<file path="src/design/a4icd_pkg.sv">
// ----------------------------------------------------------------------------
// ARMv4T instruction class decoder package
// Shared class codes and the decoded-result structure.
// ----------------------------------------------------------------------------
`default_nettype none

package a4icd_pkg;

  typedef logic [4:0] class_t;

  // Thumb formats 1 through 19, then Thumb undefined.
  localparam class_t T_MOVE_SHIFTED = 5'd0;
  localparam class_t T_ADD_SUB      = 5'd1;
  localparam class_t T_IMM_OP       = 5'd2;
  localparam class_t T_ALU_OP       = 5'd3;
  localparam class_t T_HI_REG       = 5'd4;
  localparam class_t T_PC_LOAD      = 5'd5;
  localparam class_t T_LS_REG       = 5'd6;
  localparam class_t T_LS_SIGN      = 5'd7;
  localparam class_t T_LS_IMM       = 5'd8;
  localparam class_t T_LS_HALF      = 5'd9;
  localparam class_t T_SP_LS        = 5'd10;
  localparam class_t T_LOAD_ADDR    = 5'd11;
  localparam class_t T_ADD_SP       = 5'd12;
  localparam class_t T_PUSH_POP     = 5'd13;
  localparam class_t T_MULTI_LS     = 5'd14;
  localparam class_t T_COND_BR      = 5'd15;
  localparam class_t T_SWI          = 5'd16;
  localparam class_t T_BRANCH       = 5'd17;
  localparam class_t T_LONG_BL      = 5'd18;
  localparam class_t T_UNDEF        = 5'd19;

  // ARM classes.
  localparam class_t A_DATA_PROC    = 5'd20;
  localparam class_t A_PSR          = 5'd21;
  localparam class_t A_BX           = 5'd22;
  localparam class_t A_MUL          = 5'd23;
  localparam class_t A_MUL_LONG     = 5'd24;
  localparam class_t A_SWAP         = 5'd25;
  localparam class_t A_HALF_XFER    = 5'd26;
  localparam class_t A_SINGLE_XFER  = 5'd27;
  localparam class_t A_BLOCK_XFER   = 5'd28;
  localparam class_t A_BRANCH       = 5'd29;
  localparam class_t A_SWI          = 5'd30;
  localparam class_t A_UNDEF        = 5'd31;

  typedef struct packed {
    class_t     insn_class;
    logic [3:0] op_code;
    logic [2:0] reg_select;
    logic [4:0] small_imm;
    logic       imm_flag;
    logic       s_flag;
    logic       pre_index;
    logic       add_offset;
    logic       write_back;
    logic       load_flag;
    logic       flag_a;
    logic       flag_b;
  } dec_t;

endpackage

`default_nettype wire

</file>
<file path="src/design/armv4t_instruction_class_decoder.sv">
// A request accepted into the input register is decoded there and moves on into
// the result register whenever that is free; the two do not advance in lockstep.
// Throughput: one request per cycle, sustained, while the result side takes them.
// The rate is set by the single decode stage between the input register and the
// result register; both registers together form one two-entry pipeline.
// Reset (rst_n low, synchronous) empties both stages; payload registers keep data.
// ----------------------------------------------------------------------------
// ARMv4T instruction class decoder
// Two-register decode pipeline that classifies an ARM or Thumb instruction
// and extracts the operation, register, offset and flag fields of its class.
// ----------------------------------------------------------------------------
`default_nettype none

module armv4t_instruction_class_decoder (
  input  wire logic        clk,
  input  wire logic        rst_n,

  input  wire logic        in_valid,
  output logic             in_stall,
  input  wire logic [31:0] in_instr_word,
  input  wire logic        in_thumb_mode,

  output logic             out_valid,
  input  wire logic        out_stall,
  output logic [4:0]       out_insn_class,
  output logic [3:0]       out_op_code,
  output logic [2:0]       out_reg_select,
  output logic [4:0]       out_small_imm,
  output logic             out_imm_flag,
  output logic             out_s_flag,
  output logic             out_pre_index,
  output logic             out_add_offset,
  output logic             out_write_back,
  output logic             out_load_flag,
  output logic             out_flag_a,
  output logic             out_flag_b
);

  // Input stage: the request waits here while its decode is computed.
  logic        s1_v_r;
  logic        s1_v_nxt;
  logic [31:0] s1_word_r;
  logic        s1_thumb_r;

  // Result stage: the decoded fields wait here until the consumer takes them.
  logic            out_v_r;
  logic            out_v_nxt;
  a4icd_pkg::dec_t out_res_r;

  a4icd_pkg::dec_t thumb_res;
  a4icd_pkg::dec_t arm_res;
  a4icd_pkg::dec_t dec_res;

  logic in_take;
  logic out_take;
  logic s1_move;

  // The result register is free when empty or when its request leaves this
  // cycle. The input stage moves forward whenever it holds a request and the
  // result register is free; it accepts a new request whenever it is empty or
  // moving, so a stalled result does not block the input until both fill up.
  assign out_take = out_v_r && !out_stall;
  assign s1_move  = s1_v_r && (!out_v_r || !out_stall);
  assign in_stall = s1_v_r && !s1_move;
  assign in_take  = in_valid && !in_stall;

  assign s1_v_nxt  = in_take || (s1_v_r && !s1_move);
  assign out_v_nxt = s1_move || (out_v_r && !out_take);

  always_ff @(posedge clk) begin
    if (!rst_n) begin
      s1_v_r  <= 1'b0;
      out_v_r <= 1'b0;
    end else begin
      s1_v_r  <= s1_v_nxt;
      out_v_r <= out_v_nxt;
    end
  end

  always_ff @(posedge clk) begin
    if (in_take) begin
      s1_word_r  <= in_instr_word;
      s1_thumb_r <= in_thumb_mode;
    end
  end

  // Both decoders look at the held word; the mode bit picks the answer.
  a4icd_thumb_dec u_thumb_dec (
    .half (s1_word_r[15:0]),
    .res  (thumb_res)
  );

  a4icd_arm_dec u_arm_dec (
    .word (s1_word_r),
    .res  (arm_res)
  );

  assign dec_res = s1_thumb_r ? thumb_res : arm_res;

  always_ff @(posedge clk) begin
    if (s1_move) begin
      out_res_r <= dec_res;
    end
  end

  assign out_valid      = out_v_r;
  assign out_insn_class = out_res_r.insn_class;
  assign out_op_code    = out_res_r.op_code;
  assign out_reg_select = out_res_r.reg_select;
  assign out_small_imm  = out_res_r.small_imm;
  assign out_imm_flag   = out_res_r.imm_flag;
  assign out_s_flag     = out_res_r.s_flag;
  assign out_pre_index  = out_res_r.pre_index;
  assign out_add_offset = out_res_r.add_offset;
  assign out_write_back = out_res_r.write_back;
  assign out_load_flag  = out_res_r.load_flag;
  assign out_flag_a     = out_res_r.flag_a;
  assign out_flag_b     = out_res_r.flag_b;

  // An accepted request always lands in the input stage.
  a_take_fills: assert property (@(posedge clk) disable iff (!rst_n)
    in_take |=> s1_v_r)
    else $error("accepted request did not reach the input stage");

  // A blocked input stage keeps its request unchanged.
  a_s1_hold: assert property (@(posedge clk) disable iff (!rst_n)
    (s1_v_r && !s1_move) |=> (s1_v_r && $stable(s1_word_r) && $stable(s1_thumb_r)))
    else $error("blocked input stage lost or changed its request");

  // A request moving out of the input stage shows up as a result.
  a_move_fills: assert property (@(posedge clk) disable iff (!rst_n)
    s1_move |=> out_v_r)
    else $error("decoded request did not reach the result register");

  // Thumb words decode only to Thumb classes.
  a_thumb_range: assert property (@(posedge clk) disable iff (!rst_n)
    (s1_v_r && s1_thumb_r) |-> (dec_res.insn_class <= a4icd_pkg::T_UNDEF))
    else $error("Thumb word decoded to an ARM class");

  // ARM words decode only to ARM classes.
  a_arm_range: assert property (@(posedge clk) disable iff (!rst_n)
    (s1_v_r && !s1_thumb_r) |-> (dec_res.insn_class >= a4icd_pkg::A_DATA_PROC))
    else $error("ARM word decoded to a Thumb class");

endmodule

`default_nettype wire

</file>
<file path="src/design/a4icd_thumb_dec.sv">
// ----------------------------------------------------------------------------
// Thumb format decoder
// Ordered first-match decode of one 16-bit Thumb instruction.
// ----------------------------------------------------------------------------
`default_nettype none

module a4icd_thumb_dec (
  input  wire logic [15:0]     half,
  output a4icd_pkg::dec_t      res
);

  always_comb begin
    res = '0;
    if (half[15:11] < 5'd3) begin
      res.insn_class = a4icd_pkg::T_MOVE_SHIFTED;
      res.op_code    = {2'b00, half[12:11]};
      res.small_imm  = half[10:6];
    end else if (half[15:11] == 5'b00011) begin
      res.insn_class = a4icd_pkg::T_ADD_SUB;
      res.imm_flag   = half[10];
      res.flag_a     = half[9];
      res.small_imm  = {2'b00, half[8:6]};
    end else if (half[15:13] == 3'b001) begin
      res.insn_class = a4icd_pkg::T_IMM_OP;
      res.op_code    = {2'b00, half[12:11]};
      res.reg_select = half[10:8];
    end else if (half[15:10] == 6'b010000) begin
      res.insn_class = a4icd_pkg::T_ALU_OP;
      res.op_code    = half[9:6];
    end else if (half[15:10] == 6'b010001) begin
      res.insn_class = a4icd_pkg::T_HI_REG;
      res.op_code    = {2'b00, half[9:8]};
      res.flag_a     = half[7];
      res.flag_b     = half[6];
    end else if (half[15:11] == 5'b01001) begin
      res.insn_class = a4icd_pkg::T_PC_LOAD;
      res.reg_select = half[10:8];
    end else if (half[15:12] == 4'b0101) begin
      // Bit 9 splits register-offset from sign-extended transfers.
      res.insn_class = half[9] ? a4icd_pkg::T_LS_SIGN : a4icd_pkg::T_LS_REG;
      res.op_code    = {2'b00, half[11:10]};
      res.reg_select = half[8:6];
    end else if (half[15:13] == 3'b011) begin
      res.insn_class = a4icd_pkg::T_LS_IMM;
      res.op_code    = {2'b00, half[12:11]};
      res.small_imm  = half[10:6];
    end else if (half[15:12] == 4'b1000) begin
      res.insn_class = a4icd_pkg::T_LS_HALF;
      res.load_flag  = half[11];
      res.small_imm  = half[10:6];
    end else if (half[15:12] == 4'b1001) begin
      res.insn_class = a4icd_pkg::T_SP_LS;
      res.load_flag  = half[11];
      res.reg_select = half[10:8];
    end else if (half[15:12] == 4'b1010) begin
      res.insn_class = a4icd_pkg::T_LOAD_ADDR;
      res.op_code    = {3'b000, half[11]};
      res.reg_select = half[10:8];
    end else if (half[15:8] == 8'hB0) begin
      res.insn_class = a4icd_pkg::T_ADD_SP;
      res.flag_a     = half[7];
    end else if (half[15:12] == 4'b1011 && half[10:9] == 2'b10) begin
      res.insn_class = a4icd_pkg::T_PUSH_POP;
      res.load_flag  = half[11];
      res.flag_a     = half[8];
    end else if (half[15:12] == 4'b1100) begin
      res.insn_class = a4icd_pkg::T_MULTI_LS;
      res.load_flag  = half[11];
      res.reg_select = half[10:8];
    end else if (half[15:8] < 8'hDF) begin
      // Also catches the unassigned B-space codes.
      res.insn_class = a4icd_pkg::T_COND_BR;
      res.op_code    = half[11:8];
    end else if (half[15:8] == 8'hDF) begin
      res.insn_class = a4icd_pkg::T_SWI;
    end else if (half[15:11] == 5'b11100) begin
      res.insn_class = a4icd_pkg::T_BRANCH;
    end else if (half[15:12] == 4'b1111) begin
      res.insn_class = a4icd_pkg::T_LONG_BL;
      res.op_code    = {3'b000, half[11]};
    end else begin
      res.insn_class = a4icd_pkg::T_UNDEF;
    end
  end

endmodule

`default_nettype wire

</file>
<file path="src/design/a4icd_arm_dec.sv">
// ----------------------------------------------------------------------------
// ARM class decoder
// Sorts a 32-bit ARM word by bits 27-20 and 7-4 and extracts its fields.
// ----------------------------------------------------------------------------
`default_nettype none

module a4icd_arm_dec (
  input  wire logic [31:0]     word,
  output a4icd_pkg::dec_t      res
);

  logic [3:0] lo_nib;
  logic [3:0] alu_op;
  logic       is_psr;

  assign lo_nib = word[7:4];
  assign alu_op = word[24:21];
  // TST/TEQ/CMP/CMN without the S bit are PSR transfers.
  assign is_psr = !word[20] && (alu_op[3:2] == 2'b10);

  always_comb begin
    res = '0;
    case (word[27:26])
      2'b00: begin
        if (!word[25] && word[27:20] == 8'h12 && lo_nib == 4'h1) begin
          res.insn_class = a4icd_pkg::A_BX;
        end else if (!word[25] && !word[24] && lo_nib == 4'h9) begin
          res.flag_a = word[21];
          res.s_flag = word[20];
          if (word[23]) begin
            res.insn_class = a4icd_pkg::A_MUL_LONG;
            res.flag_b     = word[22];
          end else begin
            res.insn_class = a4icd_pkg::A_MUL;
          end
        end else if (!word[25] && word[24] && lo_nib == 4'h9) begin
          res.insn_class = a4icd_pkg::A_SWAP;
          res.flag_a     = word[22];
        end else if (!word[25] && (lo_nib == 4'hB || (lo_nib[3] && lo_nib[2] && lo_nib[0]))) begin
          res.insn_class = a4icd_pkg::A_HALF_XFER;
          res.pre_index  = word[24];
          res.add_offset = word[23];
          res.write_back = word[21];
          res.load_flag  = word[20];
          res.imm_flag   = word[22];
          res.op_code    = {2'b00, word[6:5]};
        end else begin
          res.imm_flag = word[25];
          if (is_psr) begin
            res.insn_class = a4icd_pkg::A_PSR;
            res.flag_a     = word[22];
            res.flag_b     = word[21];
          end else begin
            res.insn_class = a4icd_pkg::A_DATA_PROC;
            res.op_code    = alu_op;
            res.s_flag     = word[20];
            res.small_imm  = {1'b0, lo_nib};
          end
        end
      end
      2'b01: begin
        if (word[25] && word[4]) begin
          res.insn_class = a4icd_pkg::A_UNDEF;
        end else begin
          res.insn_class = a4icd_pkg::A_SINGLE_XFER;
          res.pre_index  = word[24];
          res.add_offset = word[23];
          res.write_back = word[21];
          res.load_flag  = word[20];
          res.imm_flag   = ~word[25];
          res.flag_a     = word[22];
        end
      end
      2'b10: begin
        if (word[25]) begin
          res.insn_class = a4icd_pkg::A_BRANCH;
          res.flag_a     = word[24];
        end else begin
          res.insn_class = a4icd_pkg::A_BLOCK_XFER;
          res.pre_index  = word[24];
          res.add_offset = word[23];
          res.write_back = word[21];
          res.load_flag  = word[20];
          res.flag_a     = word[22];
        end
      end
      default: begin
        // Coprocessor space is undefined; only bits 25-24 set mean SWI.
        res.insn_class = (word[25:24] == 2'b11) ? a4icd_pkg::A_SWI : a4icd_pkg::A_UNDEF;
      end
    endcase
  end

endmodule

`default_nettype wire
</file>
<file path="config.mk">
export PLATFORM = sky130hd
export DESIGN_NAME = armv4t_instruction_class_decoder
export DESIGN_NICKNAME = d
export VERILOG_FILES = /design/src/design/a4icd_pkg.sv /design/src/design/armv4t_instruction_class_decoder.sv /design/src/design/a4icd_thumb_dec.sv /design/src/design/a4icd_arm_dec.sv
export SDC_FILE = /design/constraint.sdc
export NUM_CORES = 1
export LEC_CHECK = 0
export BUFFER_PORTS_ARGS = -buffer_cell sky130_fd_sc_hd__buf_2
export CAP_MARGIN = 40
export CORE_MARGIN = 1
export CORE_UTILIZATION = 58
export DETAILED_ROUTE_END_ITERATION = 10
export PLACE_DENSITY = 0.85
export SLEW_MARGIN = 10
export SYNTH_ARGS = -nofsm -noshare
export SYNTH_HDL_FRONTEND = slang
export SYNTH_SLANG_ARGS = --single-unit
</file>
<file path="constraint.sdc">
create_clock -name clk -period 6.95 [get_ports clk]
set_clock_uncertainty 0.2 [all_clocks]
set_input_delay 1.39 -clock clk [delete_from_list [all_inputs] [get_ports clk]]
set_output_delay 1.39 -clock clk [all_outputs]
set_load 0.03 [all_outputs]
</file>
; After elaboration in Yosys (flattened, before gate mapping)
; Cells that the tools add are included.
[op_classes]
n_shift = 0
multipliers = 0
n_lt_le_gt_ge = 2
bitwise_logic = 3
mux = 135
n_reduce_logical = 32
div_mod_pow = 0
eq_ne = 25
n_addsub = 0
[ops]
columns = cell, count
row1 = 12-bit two-way mux, 15
row2 = 9-bit two-way mux, 19
row3 = 5-bit two-way mux, 22
row4 = 4-bit two-way mux, 15
row5 = 1-bit two-way mux, 34
row6 = "4-bit == test, second input constant", 8
row7 = 5-bit one-hot mux with 3 select lines, 2
row8 = 7-bit two-way mux, 4
row9 = 3-bit two-way mux, 9
row10 = 25-bit two-way mux, 1
row11 = 8-bit two-way mux, 3
row12 = 1-bit logical AND, 17
row13 = "8-bit == test, second input constant", 2
row14 = 2-bit two-way mux, 7
row15 = 13-bit two-way mux, 1
row16 = "6-bit by 5-bit == test with 1-bit output, second input constant", 2
row17 = 11-bit two-way mux, 1
row18 = "2-bit == test, second input constant", 4
row19 = "8-bit by 5-bit == test with 1-bit output, second input constant", 1
row20 = 1-bit zero test, 8
row21 = "8-bit < comparator, second input constant", 1
row22 = 6-bit two-way mux, 1
row23 = 3-bit OR reduction, 2
row24 = "5-bit by 2-bit == test with 1-bit output, second input constant", 1
row25 = 12 further kinds, 17
[word_totals]
ram_bits = 0
rom_bits = 0
mem_count = 0
output_inout_bits = 27
word_cells = 213
latchBits = 0
in_bits = 37
reg_bits = 56

; Logic depth before layout (Yosys ltp)
; Gate-level depths: netlist of run 1.
[logic_depth]
ltp_word = 46
ltp_mapped = 8
depth_no_buf = 7

; By module
; Synthesis of run 1 repeated with hierarchy kept, for this count alone.
[hier_totals]
hier_cells = 334
area_unflattened_um2 = 3687.3
[modules_own_cells]
columns = module, n_inst, area_per_inst_um2, seq_area_each_um2, cells_per_inst
row1 = armv4t_instruction_class_decoder, 1, 2228.4, 1781.7, 94
row2 = a4icd_thumb_dec, 1, 903.4, 0.0, 157
row3 = a4icd_arm_dec, 1, 555.5, 0.0, 83

; Least setup slack after synthesis of run 1
; No wires, ideal clock.
[synth_timing]
path_type = in2reg
start = input port out_stall
end = register out_res_r, in the netlist out_add_offset, enable pin
arrival_time_ps = 3244
setup_slack_ps = 3060
n_path_buf = 0
required_time_ps = 6305
setup_ps = 445
cell_stages = 1
cell_sequence = a21boi_0
[synth_between]
elab_chain_len = 3
[synth_lines]
columns = element, line
row1 = "start, declared", armv4t_instruction_class_decoder.sv:24  ; input wire logic out_stall,
row2 = 1-bit zero test, armv4t_instruction_class_decoder.sv:63  ; assign s1_move = s1_v_r && (!out_v_r || !out_stall);
row3 = 1-bit logical OR, armv4t_instruction_class_decoder.sv:63
row4 = 1-bit logical AND, armv4t_instruction_class_decoder.sv:63
row5 = "end signal, assigned", armv4t_instruction_class_decoder.sv:102  ; out_res_r <= dec_res;
row6 = "end, declared", armv4t_instruction_class_decoder.sv:48  ; a4icd_pkg::dec_t out_res_r;
; Every way passes these cells.
; A chain may end at the register's enable or synchronous reset.

; Final worst setup path of run 1
[layout_timing]
start = input port out_stall
end = output port in_stall
[layout_between]
elab_chain_len = 5
[layout_lines]
columns = element, line
row1 = 1-bit zero test, armv4t_instruction_class_decoder.sv:63
row2 = 1-bit logical OR, armv4t_instruction_class_decoder.sv:63
row3 = 1-bit logical AND, armv4t_instruction_class_decoder.sv:63
row4 = 1-bit zero test, armv4t_instruction_class_decoder.sv:64  ; assign in_stall = s1_v_r && !s1_move;
row5 = 1-bit logical AND, armv4t_instruction_class_decoder.sv:64
row6 = "end, declared", armv4t_instruction_class_decoder.sv:19  ; output logic in_stall,
; Every way passes these cells.

==> flow_metrics.py, run 1 <==
metrics = {
    "power_and_ir_drop": {
        "p_seq_share_pct": 58.4,
        "p_sw_mw": 0.176,
        "switching_share_pct": 28.4,
        "p_leak_nw": 1.18,
        "p_comb_share_pct": 15.9,
        "power_mw": 0.620,
        "peakVddDrop_mv": 0.169,
        "internal-power_mw": 0.444,
        "power_frac_clock_pct": 25.7,
        "powerDensity_nw_per_um2": 197,
    },
    "final_layout": {
        "fin_util_pct": 67.0,
        "diodes": 0,
        "nFillCells": 383,
        "nNetsFinal": 361,
        "mostFrequentLayoutCell": "buf_2",
        "syn2layout_area_growth_pct": 11.3,
        "instances_no_fill": 375,
        "final_cell_mix": "buf_2, edfxtp_1, nand2_1",
        "layout-drive-gt1-share_pct": 21.2,
    },
    "global_route": {
        "antenna_found_initial": 0,
        "grt-ovfl-total": 0,
        "grt_max_degree": 28,
        "grt_usage_pct": 25.9,
        "grt_pass1_vias": 2127,
        "grt_pass1_wl_um": 10200,
    },
    "floorplanning": {
        "row_count": 25,
        "start_util_pct": 60.2,
        "core_sq_um": 4690,
        "io_pins": 64,
        "dieHeight_um": 71.8,
        "fp.dieW_um": 71.8,
        "dieArea_sq_um": 5150,
    },
    "worst_setup_path": {
        "r2r-end": "out_op_code[0]",
        "critPathMaxFanout": 3,
        "cp_slowest_cell": "buf_2",
        "max_stage_delay_ns": 0.22,
        "crit_family": "buffers and inverters",
        "cp.arrival_ns": 1.92,
        "required_ns": 5.36,
        "critPathBufInv": 2,
        "crit_chain": "buf_2 -> and3_1 -> buf_2",
        "crit_top_cell": "buf_2",
        "rr_startpoint": "s1_word_r[14]",
        "end_kind": "output port",
        "worstSetupPathType": "input port to output port",
        "crit_path_start_kind": "input port",
        "reg2reg_depth": 5,
        "reg2reg_slack_ns": 4.27,
    },
    "routing": {
        "drt_iter0_markers": 300,
        "first_pass_iters": 5,
        "dr_total_vias": 2427,
        "wl_per_cell_um": 17.1,
        "postRouteAntennaNets": 0,
        "wl_met3_um": 623,
        "wl_met1_um": 2730,
        "drc": 0,
        "wl_met2_um": 2860,
        "highest_layer": "met4",
        "wirelength_um": 6420,
        "via_per_inst": 6.47,
    },
    "hold_path": {
        "min_path_cells": 2,
        "min-delay-start": "s1_v_r",
        "min_path_type": "flip-flop to flip-flop",
        "hold_end": "out_valid",
    },
    "timing": {
        "setup_viol": 0,
        "fin_crit_ns": 3.51,
        "relSlewSlack_pct": 43.4,
        "fmax_ghz": 0.285,
        "slew_violations": 0,
        "finalHoldViolCount": 0,
        "setup_tns_ns": 0,
        "rsz0062_at_grt": "false",
        "worst_slew_pin_slew_ns": 0.849,
        "final.period_utilization_pct": 50.4,
    },
    "synthesis": {
        "yosysTopAreaCellShare_pct": 48.9,
        "syn_inst": 283,
        "synthFlopType": "edfxtp_1",
        "synth_area_per_cell_sq_um": 9.98,
        "synth_area_leaders": "edfxtp_1, nand2_1, nor2_1",
        "ys_types": 58,
        "yosys.area.top_type": "edfxtp_1",
        "synth_nets": 324,
        "yosysWarnings": 0,
        "syn_area_sq_um": 2830,
        "yosysSeqAreaShare_pct": 50.3,
        "async_flop_share_pct": 0,
        "synth_seq_cells": 48,
        "synth_edf_count": 46,
    },
    "cts": {
        "clock_latency_ns": 0.30,
        "cts-resized-gates": 0,
        "tritoncts": "yes",
        "cts_buffers": 5,
        "clock_tree.root_cell": "clkbuf_8",
        "cts_hold_buf": 0,
        "clock_path_buffers": 2,
        "htreeDepth": 2,
        "clk_pin_slew_ns": 0.09,
        "postCtsSetupRepairBufs": 0,
        "clkSinkCount": 48,
    },
    "placed_design": {
        "port_buffers": 51,
        "gp_congestion": 0.927,
        "dp_hpwl_um": 4490,
        "place_inst": 367,
    },
    "job": {
        "cap_violations": 0,
    },
    "run_status": {
        "outcome": "finished, final reports clean",
    },
}
[layer usage]
| layer | up-vias | track usage, % |
|---|---|---|
| met4 | 0 | 12.4 |
| li1 | 1156 | - |
| met5 | - | 0 |
| met3 | 15 | 5.20 |
| met1 | 1098 | 36.1 |
| met2 | 158 | 39.1 |
[state kept, by name, indices dropped and copies added, names as in the netlist]
name / cells
out_pre_index: 1
out_imm_flag: 1
out_valid: 1
out_flag_b: 1
out_write_back: 1
out_small_imm: 5
out_op_code: 4
s1_v_r: 1
out_flag_a: 1
out_s_flag: 1
out_add_offset: 1
out_reg_select: 3
s1_thumb_r: 1
out_insn_class: 5
out_load_flag: 1
s1_word_r: 20
[layout make-up]
| class | instances | area, sq um | area share, % |
|---|---|---|---|
| Sequential cell | 48 | 1420 | 45.2 |
| Multi-Input combinational cell | 201 | 1260 | 40.0 |
| Timing Repair Buffer | 53 | 270 | 8.60 |
| Clock buffer | 5 | 68.8 | 2.19 |
| Tap cell | 54 | 67.6 | 2.15 |
| Inverter | 11 | 41.3 | 1.31 |
| Clock inverter | 3 | 18.8 | 0.597 |
[synth_stat cells, drive strengths merged (2+ instances only)]
cell type   n
edfxtp     46
o41ai       2
nor3        4
nand2      30
or2         3
a32oi       2
inv        11
o21ai      14
nand2b      6
a22oi       7
nand3b      5
a211oi      7
a311oi      2
nor2       24
o211ai      3
a31oi       5
ha          4
dfxtp       2
o31ai       4
buf        10
nand4b      2
o22ai       5
clkbuf     13
or4         2
a22o        3
nor3b       4
a21oi      12
o221ai      2
a311o       2
a21boi      2
a21o        3
nor2b       7
o32ai       4
nand3      11
[stage by stage]
step / instance area, sq um / hold slack (ns) / setup slack, ns
after global placement: 3060 / 0.281 / 3.49
after detailed placement: 3060 / 0.292 / 3.45
after CTS: 3140 / 0.301 / 3.44
after floorplan: 2830 / 0.267 / 3.06
final: 3140 / 0.301 / 3.44
after global routing: 3140 / 0.337 / 3.42
[power groups by stage]
stage	logic, mW	registers, mW	clock network (mW)
floorplan	0.0665	0.368	0
finish	0.0988	0.362	0.159
global route	0.107	0.365	0.171
CTS	0.0976	0.361	0.163
detailed placement	0.0972	0.367	0
global placement	0.0957	0.367	0
[worst min-delay path, stage by stage (launching register included)]
cell and delay, ns:
dfxtp_1 0.34, a21oi_1 0.05, nor2b_1 0.09
[logic make-up after synthesis]
family,synth area share (%)
compound gates,22.8
xor+xnor,0.310
fa+ha+maj,1.77
buf+inv,5.36
flops,50.3
simple gates,19.4
[worst max path at each step]
| stage | cells past startpoint | end | start | slack, ns |
|---|---|---|---|---|
| finish | 3 | in_stall | out_stall | 3.44 |
| global route | 3 | in_stall | out_stall | 3.42 |
| CTS | 3 | in_stall | out_stall | 3.44 |
| detailed placement | 3 | in_stall | out_stall | 3.45 |
| global placement | 3 | in_stall | out_stall | 3.49 |
| floorplan | 1 | out_add_offset | out_stall | 3.06 |
(Power assumes the default switching activity.)
==> run 2, diff against run 1 <==
--- a/config.mk
+++ b/config.mk
@@ -8,9 +8,9 @@
 export BUFFER_PORTS_ARGS = -buffer_cell sky130_fd_sc_hd__buf_2
 export CAP_MARGIN = 40
 export CORE_MARGIN = 1
-export CORE_UTILIZATION = 58
+export CORE_UTILIZATION = 49
 export DETAILED_ROUTE_END_ITERATION = 10
-export PLACE_DENSITY = 0.85
+export PLACE_DENSITY = 0.76
 export SLEW_MARGIN = 10
 export SYNTH_ARGS = -nofsm -noshare
 export SYNTH_HDL_FRONTEND = slang
==> constraint.sdc (replaced) <==
create_clock -name clk -period 2.9 [get_ports clk]
set_clock_uncertainty 0.2 [all_clocks]
set_input_delay 0.58 -clock clk [delete_from_list [all_inputs] [get_ports clk]]
set_output_delay 0.58 -clock clk [all_outputs]
set_load 0.03 [all_outputs]
==> run 2 against run 1 <==
Against the previous run:
- non-clock buffer count is 6 higher
- combinational power rose to 2.7 times the previous value
- wire length decreased by 2.3%
- hold slack got worse by 0.044 ns
- critical path type is now flip-flop to flip-flop
- clock power rose by 130%
- via count increased by 1.0%
- largest power group unchanged
==> flow_metrics.py, run 2 (synthesis results as in run 1) <==
metrics = {
    "timing": {
        "final.period_utilization_pct": 80.6,
        "finalHoldViolCount": 0,
        "fin_crit_ns": 2.34,
        "setup_viol": 0,
        "worst_slew_pin_slew_ns": 0.678,
        "slew_violations": 0,
        "relSlewSlack_pct": 54.8,
        "rsz0062_at_grt": "false",
        "fmax_ghz": 0.428,
        "setup_tns_ns": 0,
        "worst_hold_slack_ns": 0.257,
    },
    "routing": {
        "dr_total_vias": 2452,
        "drt_iter0_markers": 397,
        "wl_per_cell_um": 15.7,
        "postRouteAntennaNets": 0,
        "first_pass_iters": 5,
        "wirelength_um": 6280,
        "drc": 0,
        "via_per_inst": 6.15,
    },
    "cts": {
        "postCtsSetupRepairBufs": 0,
        "cts_buffers": 5,
        "cts-resized-gates": 0,
        "htreeDepth": 2,
        "tritoncts": "yes",
        "clock_latency_ns": 0.29,
        "clkSinkCount": 48,
        "clock_path_buffers": 2,
        "clock_tree.root_cell": "clkbuf_8",
        "clk_pin_slew_ns": 0.08,
        "cts_hold_buf": 0,
    },
    "final_layout": {
        "syn2layout_area_growth_pct": 13.6,
        "registers.top_by_ff_count": "s1_word_r",
        "nFillCells": 505,
        "final_cell_mix": "buf_2, edfxtp_1, nand2_1",
        "largest_reg_flops": 20,
        "mostFrequentLayoutCell": "buf_2",
        "nNetsFinal": 367,
        "layout-drive-gt1-share_pct": 22.3,
        "diodes": 0,
    },
    "worst_setup_path": {
        "required_ns": 2.75,
        "crit_chain": "inv_1 -> or4_4 -> o32ai_1",
        "worstSetupPathType": "flip-flop to flip-flop",
        "crit_path_start_kind": "flip-flop",
        "cp.arrival_ns": 2.19,
        "critPathBufInv": 1,
        "reg2reg_depth": 3,
        "crit_family": "flip-flops",
        "reg2reg_slack_ns": 0.56,
        "end_kind": "flip-flop",
        "max_stage_delay_ns": 0.69,
        "critPathMaxFanout": 15,
        "cp_slowest_cell": "edfxtp_1",
        "r2r-end": "out_flag_b",
        "rr_startpoint": "s1_word_r[10]",
    },
    "placed_design": {
        "gp_congestion": 0.989,
        "dp_hpwl_um": 4600,
        "port_buffers": 51,
    },
    "global_route": {
        "antenna_found_initial": 0,
        "grt_pass1_wl_um": 10300,
        "grt_pass1_vias": 2152,
        "grt_usage_pct": 21.7,
        "grt-ovfl-total": 0,
        "grt_max_degree": 26,
    },
    "hold_path": {
        "min_path_type": "input port to flip-flop",
        "min-delay-start": "in_instr_word[20]",
        "min_path_cells": 1,
        "hold_end": "s1_word_r[20]",
    },
    "power_and_ir_drop": {
        "p_leak_nw": 1.20,
        "peakVddDrop_mv": 0.296,
        "powerDensity_nw_per_um2": 459,
    },
    "floorplanning": {
        "fp.dieW_um": 77.9,
        "core_sq_um": 5540,
        "start_util_pct": 51.0,
        "dieHeight_um": 77.9,
        "dieArea_sq_um": 6070,
        "io_pins": 64,
        "row_count": 27,
    },
    "job": {
        "cap_violations": 0,
    },
    "run_status": {
        "outcome": "finished, final reports clean",
    },
}
[run 2: cell count changes in the layout (fill, tap and decap cells not counted)]
cell and change:
buf_4 +6, clkbuf_1 +2, clkinv_2 -1, clkinv_4 -1, nor2b_1 -1, nor2b_2 +1
[run 2: power by group]
group          switching [mW]  leakage [nW]  total (mW)  internal, mW
Combinational           0.168         0.708       0.263        0.0944
Clock                   0.194        0.0422       0.363         0.169
Sequential             0.0393         0.454       0.846         0.806
Total                   0.402          1.20        1.47          1.07
[run 2: worst max path at each step]
stage / startpoint / slack (ns) / cells after the start / endpoint
5_1_grt: s1_word_r[7] / 0.45 / 5 / out_op_code[0]
3_3_place_gp: s1_word_r[7] / 0.63 / 5 / out_op_code[0]
4_1_cts: s1_word_r[10] / 0.60 / 3 / out_flag_b
2_1_floorplan: out_stall / 0.45 / 2 / s1_thumb_r
6_report: s1_word_r[10] / 0.56 / 3 / out_flag_b
3_5_place_dp: s1_word_r[10] / 0.62 / 3 / out_flag_b
[run 2: metrics by stage]
step / util, % / area (sq um) / power (mW) / worst slack, ns / instances
global placement: 56.4 / 3130 / 1.12 / 0.627 / 391
global route: 57.9 / 3210 / 1.53 / 0.449 / 399
finish: 57.9 / 3210 / 1.47 / 0.564 / 399
floorplan: - / 2830 / 1.04 / 0.447 / 283
CTS: 57.9 / 3210 / 1.48 / 0.603 / 399
detailed placement: 56.4 / 3130 / 1.12 / 0.620 / 391
[run 2: final cells by class]
| type | instances | area [sq um] | share of cell area [%] |
|---|---|---|---|
| clock buffers | 7 | 76.3 | 2.38 |
| clock inverters | 1 | 5.00 | 0.156 |
| inverters | 11 | 41.3 | 1.29 |
| multi-input cells | 201 | 1260 | 39.2 |
| flip-flops and latches | 48 | 1420 | 44.3 |
| well taps | 72 | 90.1 | 2.81 |
| repair buffers | 59 | 315 | 9.83 |
[run 2: metal layers]
metal	share of wire (%)	GRT usage [%]	vias to the layer above
met5	0	0	-
li1	-	-	1161
met1	41	30.7	1088
met4	3.6	12.4	0
met2	44	32.3	185
met3	12	2.59	18
